## config.mk

```make
export PLATFORM = sky130hd
export DESIGN_NAME = lpn_ctrl
export DESIGN_NICKNAME = d
export VERILOG_FILES = /design/src/sv/lpn_pkg.sv /design/src/sv/lpn_ctrl.sv
export SDC_FILE = /design/constraint.sdc
export NUM_CORES = 1
export LEC_CHECK = 0
export ABC_AREA = 1
export BUFFER_PORTS_ARGS = -buffer_cell sky130_fd_sc_hd__clkbuf_2
export CAP_MARGIN = 10
export CORE_AREA = 3 3 40 42
export CTS_CLUSTER_DIAMETER = 80
export DETAILED_ROUTE_END_ITERATION = 7
export DIE_AREA = 0 0 43 45
export HOLD_SLACK_MARGIN = 0.05
export PLACE_DENSITY_LB_ADDON = 0.2
export SLEW_MARGIN = 15
export SYNTH_ARGS = -nofsm -noshare
export SYNTH_HDL_FRONTEND = slang
export SYNTH_SLANG_ARGS = --single-unit
```

## constraint.sdc

```tcl
create_clock -name clock -period 1.15 [get_ports clock]
set_input_delay 0.115 -clock clock [delete_from_list [all_inputs] [get_ports clock]]
set_output_delay 0.115 -clock clock [all_outputs]
set_load 0.005 [all_outputs]
```

## src/sv/lpn_pkg.sv

```systemverilog
// shared types and constants for the lexical path normalizer
// used by lpn_ctrl, lpn_datapath and lexical_path_normalizer; no dependencies
package lpn_pkg;

   localparam logic [7:0] CH_SLASH = 8'h2F;
   localparam logic [7:0] CH_DOT   = 8'h2E;

   localparam logic [1:0] OP_APPEND = 2'd0;
   localparam logic [1:0] OP_FINISH = 2'd1;
   localparam logic [1:0] OP_FETCH  = 2'd2;
   localparam logic [1:0] OP_NONE   = 2'd3;   // no operation, ignored

   // how a fetch gets its byte
   localparam logic [1:0] FK_EMIT = 2'd0;   // answer known at once
   localparam logic [1:0] FK_RAW  = 2'd1;   // raw store read, pass-through
   localparam logic [1:0] FK_SEG  = 2'd2;   // segment stack read first

   typedef struct packed {
      logic latch;     // capture the request byte
      logic clear;     // start a new path
      logic app;       // append step
      logic app_fix;   // reload top cumulative length after a pop
      logic fin1;      // close pending segment
      logic fin2;      // compute final length, post status
      logic fet1;      // fetch: classify
      logic fet2;      // fetch: segment entry in hand
      logic fet3;      // fetch: raw byte in hand
   } cmd_type;

   typedef struct packed {
      logic       done;
      logic       rsp_busy;
      logic       pop_rd;
      logic [1:0] fet_kind;
      logic       seg_slash;
   } status_type;

endpackage

```

## src/sv/lpn_ctrl.sv

```systemverilog
// controller state machine of the lexical path normalizer
// depends on lpn_pkg for the command and status structs
module lpn_ctrl (
   input  logic               clock,
   input  logic               reset,
   input  logic               req_tvalid,
   output logic               req_tready,
   input  logic [1:0]         req_opcode,
   input  lpn_pkg::status_type st,
   output lpn_pkg::cmd_type    cmd
);
   import lpn_pkg::*;

   localparam logic [2:0] S_IDLE = 3'd0;
   localparam logic [2:0] S_APP  = 3'd1;
   localparam logic [2:0] S_FIX  = 3'd2;
   localparam logic [2:0] S_FIN1 = 3'd3;
   localparam logic [2:0] S_FIN2 = 3'd4;
   localparam logic [2:0] S_FET1 = 3'd5;
   localparam logic [2:0] S_FET2 = 3'd6;
   localparam logic [2:0] S_FET3 = 3'd7;

   logic [2:0] state_ff, state_in;
   logic       accept;

   assign req_tready = (state_ff == S_IDLE) && !st.rsp_busy;
   assign accept     = req_tvalid && req_tready;

   always_comb begin
      cmd      = '0;
      state_in = state_ff;
      unique case (state_ff)
         S_IDLE: begin
            if (accept) begin
               cmd.latch = 1'b1;
               case (req_opcode)
                  OP_APPEND: begin
                     cmd.clear = st.done;
                     state_in  = S_APP;
                  end
                  OP_FINISH: state_in = S_FIN1;
                  OP_FETCH:  state_in = st.done ? S_FET1 : S_IDLE;
                  default:   state_in = S_IDLE;
               endcase
            end
         end
         S_APP: begin
            cmd.app  = 1'b1;
            state_in = st.pop_rd ? S_FIX : S_IDLE;
         end
         S_FIX: begin
            cmd.app_fix = 1'b1;
            state_in    = S_IDLE;
         end
         S_FIN1: begin
            cmd.fin1 = 1'b1;
            state_in = S_FIN2;
         end
         S_FIN2: begin
            cmd.fin2 = 1'b1;
            state_in = S_IDLE;
         end
         S_FET1: begin
            cmd.fet1 = 1'b1;
            case (st.fet_kind)
               FK_RAW:  state_in = S_FET3;
               FK_SEG:  state_in = S_FET2;
               default: state_in = S_IDLE;
            endcase
         end
         S_FET2: begin
            cmd.fet2 = 1'b1;
            state_in = st.seg_slash ? S_IDLE : S_FET3;
         end
         S_FET3: begin
            cmd.fet3 = 1'b1;
            state_in = S_IDLE;
         end
         default: state_in = S_IDLE;
      endcase
   end

   always_ff @(posedge clock) begin
      if (reset) begin
         state_ff <= S_IDLE;
      end else begin
         state_ff <= state_in;
      end
   end

endmodule

```

Word-level counts from Yosys, hierarchy flattened

Index checks and enable logic that the tools add are counted.

Eq/ne operators: 12
Muxes and demuxes: 17
Reductions and logical operators: 6

Operators with widths:

| kind                 | number |
|---|---|
| $pmux W3 S6          | 1 |
| $eq A3 B3 Y1 const B | 4 |
| $mux W3              | 3 |
| $pmux W3 S3          | 1 |
| $mux W1              | 8 |
| $eq A3 B2 Y1 const B | 2 |
| $mux W2              | 3 |
| $pmux W3 S2          | 1 |
| $eq A2 B1 Y1 const B | 2 |
| $eq A2 B2 Y1 const B | 2 |
| $eq A3 B1 Y1 const B | 1 |
| $logic_not A3 Y1     | 1 |
| $reduce_or A3 Y1     | 1 |
| $logic_and A1 B1 Y1  | 2 |
| $logic_not A2 Y1     | 1 |
| $ne A2 B2 Y1 const B | 1 |
| $logic_not A1 Y1     | 1 |

Bits in registers: 3

Longest topological paths before layout

Word-level depth: 5
Mapped depth: 7
Depth with buffers taken out: 7

Least setup slack after synthesis

OpenSTA, ideal clock, no wires.

Path type: register to output
Start point: register state_ff[0]
End point: output cmd[7] (netlist bit)
Stages on the path, launching flop included: 7
Required time: 1.035 ns
Arrival: 0.882 ns
Setup slack: 0.153 ns
Cells stage by stage: dfxtp_1 > buf_4 > clkinv_2 > nand3_4 > nor2_2 > nand2_1 > nor3_2

RTL lines:

| element                | RTL line       | source |
|---|---|---|
| from (decl)            | lpn_ctrl.sv:23 | `logic [2:0] state_ff, state_in;` |
| from (signal assigned) | lpn_ctrl.sv:87 | `state_ff <= state_in;` |
| to (decl)              | lpn_ctrl.sv:10 | `output lpn_pkg::cmd_type cmd` |

==> flow_summary.toml <==
[route]
ant_nets = 0
drt_wl_total_um = 854
route.detailed.drc = 0
drt_pass1_iterations = 4
viasPerCell = 4.30
drtIter0Drc = 7
num_vias = 400
wire_per_inst_um = 9.18

[logic_synthesis]
synth_nets = 60
synth_area_um2 = 315
ys_seq_area_frac = 0.190
synth_seq_cells = 3
synth.avg_cell_area_um2 = 6.57
synth.top_cell.area_share = 0.190
yosysWarnings = 0
synth_top_cell_by_area = "dfxtp_1"
ys_types = 17
synthCells = 48
synthTopCellsByArea = "dfxtp_1 19%, nor3_1 9.5%, inv_1 9.5%"

[critical_path]
crit_type = "flip-flop to output port"
crit_path_start_kind = "flip-flop"
worstPathMaxFanout = 2
endpoint_kind = "output port"
critPathRequiredTime_ns = 1.03
crit_arrival_ns = 1.08

[die]
dieWidth_um = 43
core_um2 = 1280
placementRows = 13
initial_utilization = 0.245
ioPinCount = 21
chipHeight_um = 45
dieArea_um2 = 1940

[cells_and_area]
drive_above_1_share = 0.628
fin_cells = 93
synthToLayoutAreaGrowth_pct = 76.6
diodes = 0
final_common_cell = "clkbuf_2"
final_nets = 91
reg_top3 = "state_ff x3"
largest_register_ffs = 3
regMostFlops = "state_ff"
post-route-util = 0.433
layout_common_cells = "16 x clkbuf_2, 8 x inv_1, 5 x nor2_1, 5 x buf_4"

[placement]
dp_hpwl_um = 658
dp.cells = 84
place_ws_ns = 0.0328
gp_congestion = 0.694
port_buffers = 20

[clocking]
cts_tree = "done"
cts_hold_buffers = 0
clockBufferDepth = 2
insertion_delay_ns = 0.23
cts_sinks = 3
cts.clk_slew.worst_paths_ns = 0.04
numCtsBuffers = 3
ctsHtreeMaxLevel = 1
cts_root_buf = "clkbuf_4"

[timing]
rsz0062_at_grt = "true"
drv_slew = 0
worst-slew-pin-transition_ns = 0.183
fin_ws_ns = -0.0414
fin_crit_ns = 1.19
finalCritPeriodShare = 1.04
skew_ns = 0.00355
setup_viol = 3
whs_ns = 0.159
fmax_mhz = 839
hold_violations = 0
maxSlewHeadroom = 0.877

[pwr]
power.density_nw_per_um2 = 788
power_uw = 439
irDropWorstVdd_mv = 0.533
p_leak_nw = 0.331

[outcome]
failed_checks = "setup timing"
status = "finished with violations"

[run]
drv_cap = 0

[global_route]
grt_max_degree = 8
grt_overflow = 0
grt_pass1_wl_um = 1520
grt_pass1_vias = 386
track_usage = 0.104
antenna_found_initial = 0

[hold_path]
hp-class = "primary input to flip-flop"
layout make-up:
type,count,area (µm²)
fillers,143,728
multi-input cells,32,235
repair buffers,27,160
flip-flops and latches,3,66.3
inverters,12,50.0
clock buffers,4,26.3
well taps,15,18.8
timing repair:
| action | CTS | global route |
|---|---|---|
| resized for setup | 8 | 11 |
| pin swaps | 2 | 1 |
| setup endpoints to repair | 5 | 9 |
| cloned | 0 | 0 |
| hold endpoints to repair | 0 | 0 |
| buffers inserted | 4 | 1 |
worst paths after layout:
path | start | endpoint | slack [ns] | depth (start not counted)
worst min-delay path | reset | state_ff[2]$_SDFFE_PP0P_ | 0.16 | 4
worst max register to register | state_ff[1]$_SDFFE_PP0P_ | state_ff[0]$_SDFFE_PP0P_ | 0.13 | 6
worst min register to register | state_ff[0]$_SDFFE_PP0P_ | state_ff[0]$_SDFFE_PP0P_ | 0.74 | 5
worst max-delay path | state_ff[1]$_SDFFE_PP0P_ | cmd[7] | -0.04 | 6
report_power, final:
group          switching, mW  total, mW  internal (mW)
registers            0.00489      0.114          0.109
logic                 0.0728      0.144         0.0716
clock network         0.0509      0.181          0.130
worst max-delay path, stage by stage, from the launching register on:
cell     delay (ns)
dfxtp_4        0.34
inv_4          0.07
nand3_4        0.07
nor2_4         0.09
nand2_2        0.06
nor3_2         0.09
buf_2          0.13
cells by family after synthesis:
group | after synthesis | synth area share
adders and majority gates | 1 | 0.0397
AOI/OAI and AO/OA | 2 | 0.0754
buffers and inverters | 13 | 0.171
DFF | 3 | 0.190
and+or+nand+nor | 29 | 0.524
cells in the mapped netlist:
library cell  number
nand2_4            1
o21bai_4           1
ha_1               1
nand4_1            3
inv_1              8
inv_2              3
clkinv_2           1
nand3_1            5
nor3_2             1
nor2_2             3
a21oi_1            1
nand2_1            4
nand3_4            1
buf_4              1
nor2_1             5
nor3_1             6
dfxtp_1            3
routing by layer:
| layer | vias to the layer above | GRT usage | share of wire |
|---|---|---|---|
| met5 | - | 0 | 0 |
| met4 | 0 | 0.0723 | 0 |
| met3 | 0 | 0.0199 | 0.061 |
| met2 | 13 | 0.168 | 0.51 |
| met1 | 171 | 0.126 | 0.43 |
| li1 | 216 | - | - |
metrics by stage:
| stage | setup TNS (ns) | instance area [µm²] |
|---|---|---|
| floorplan | 0 | 315 |
| global placement | 0 | 442 |
| detailed placement | 0 | 442 |
| CTS | -0.114 | 523 |
| global route | -0.509 | 557 |
| finish | -0.0754 | 557 |
Note: power is estimated with default switching activity, not from simulation.
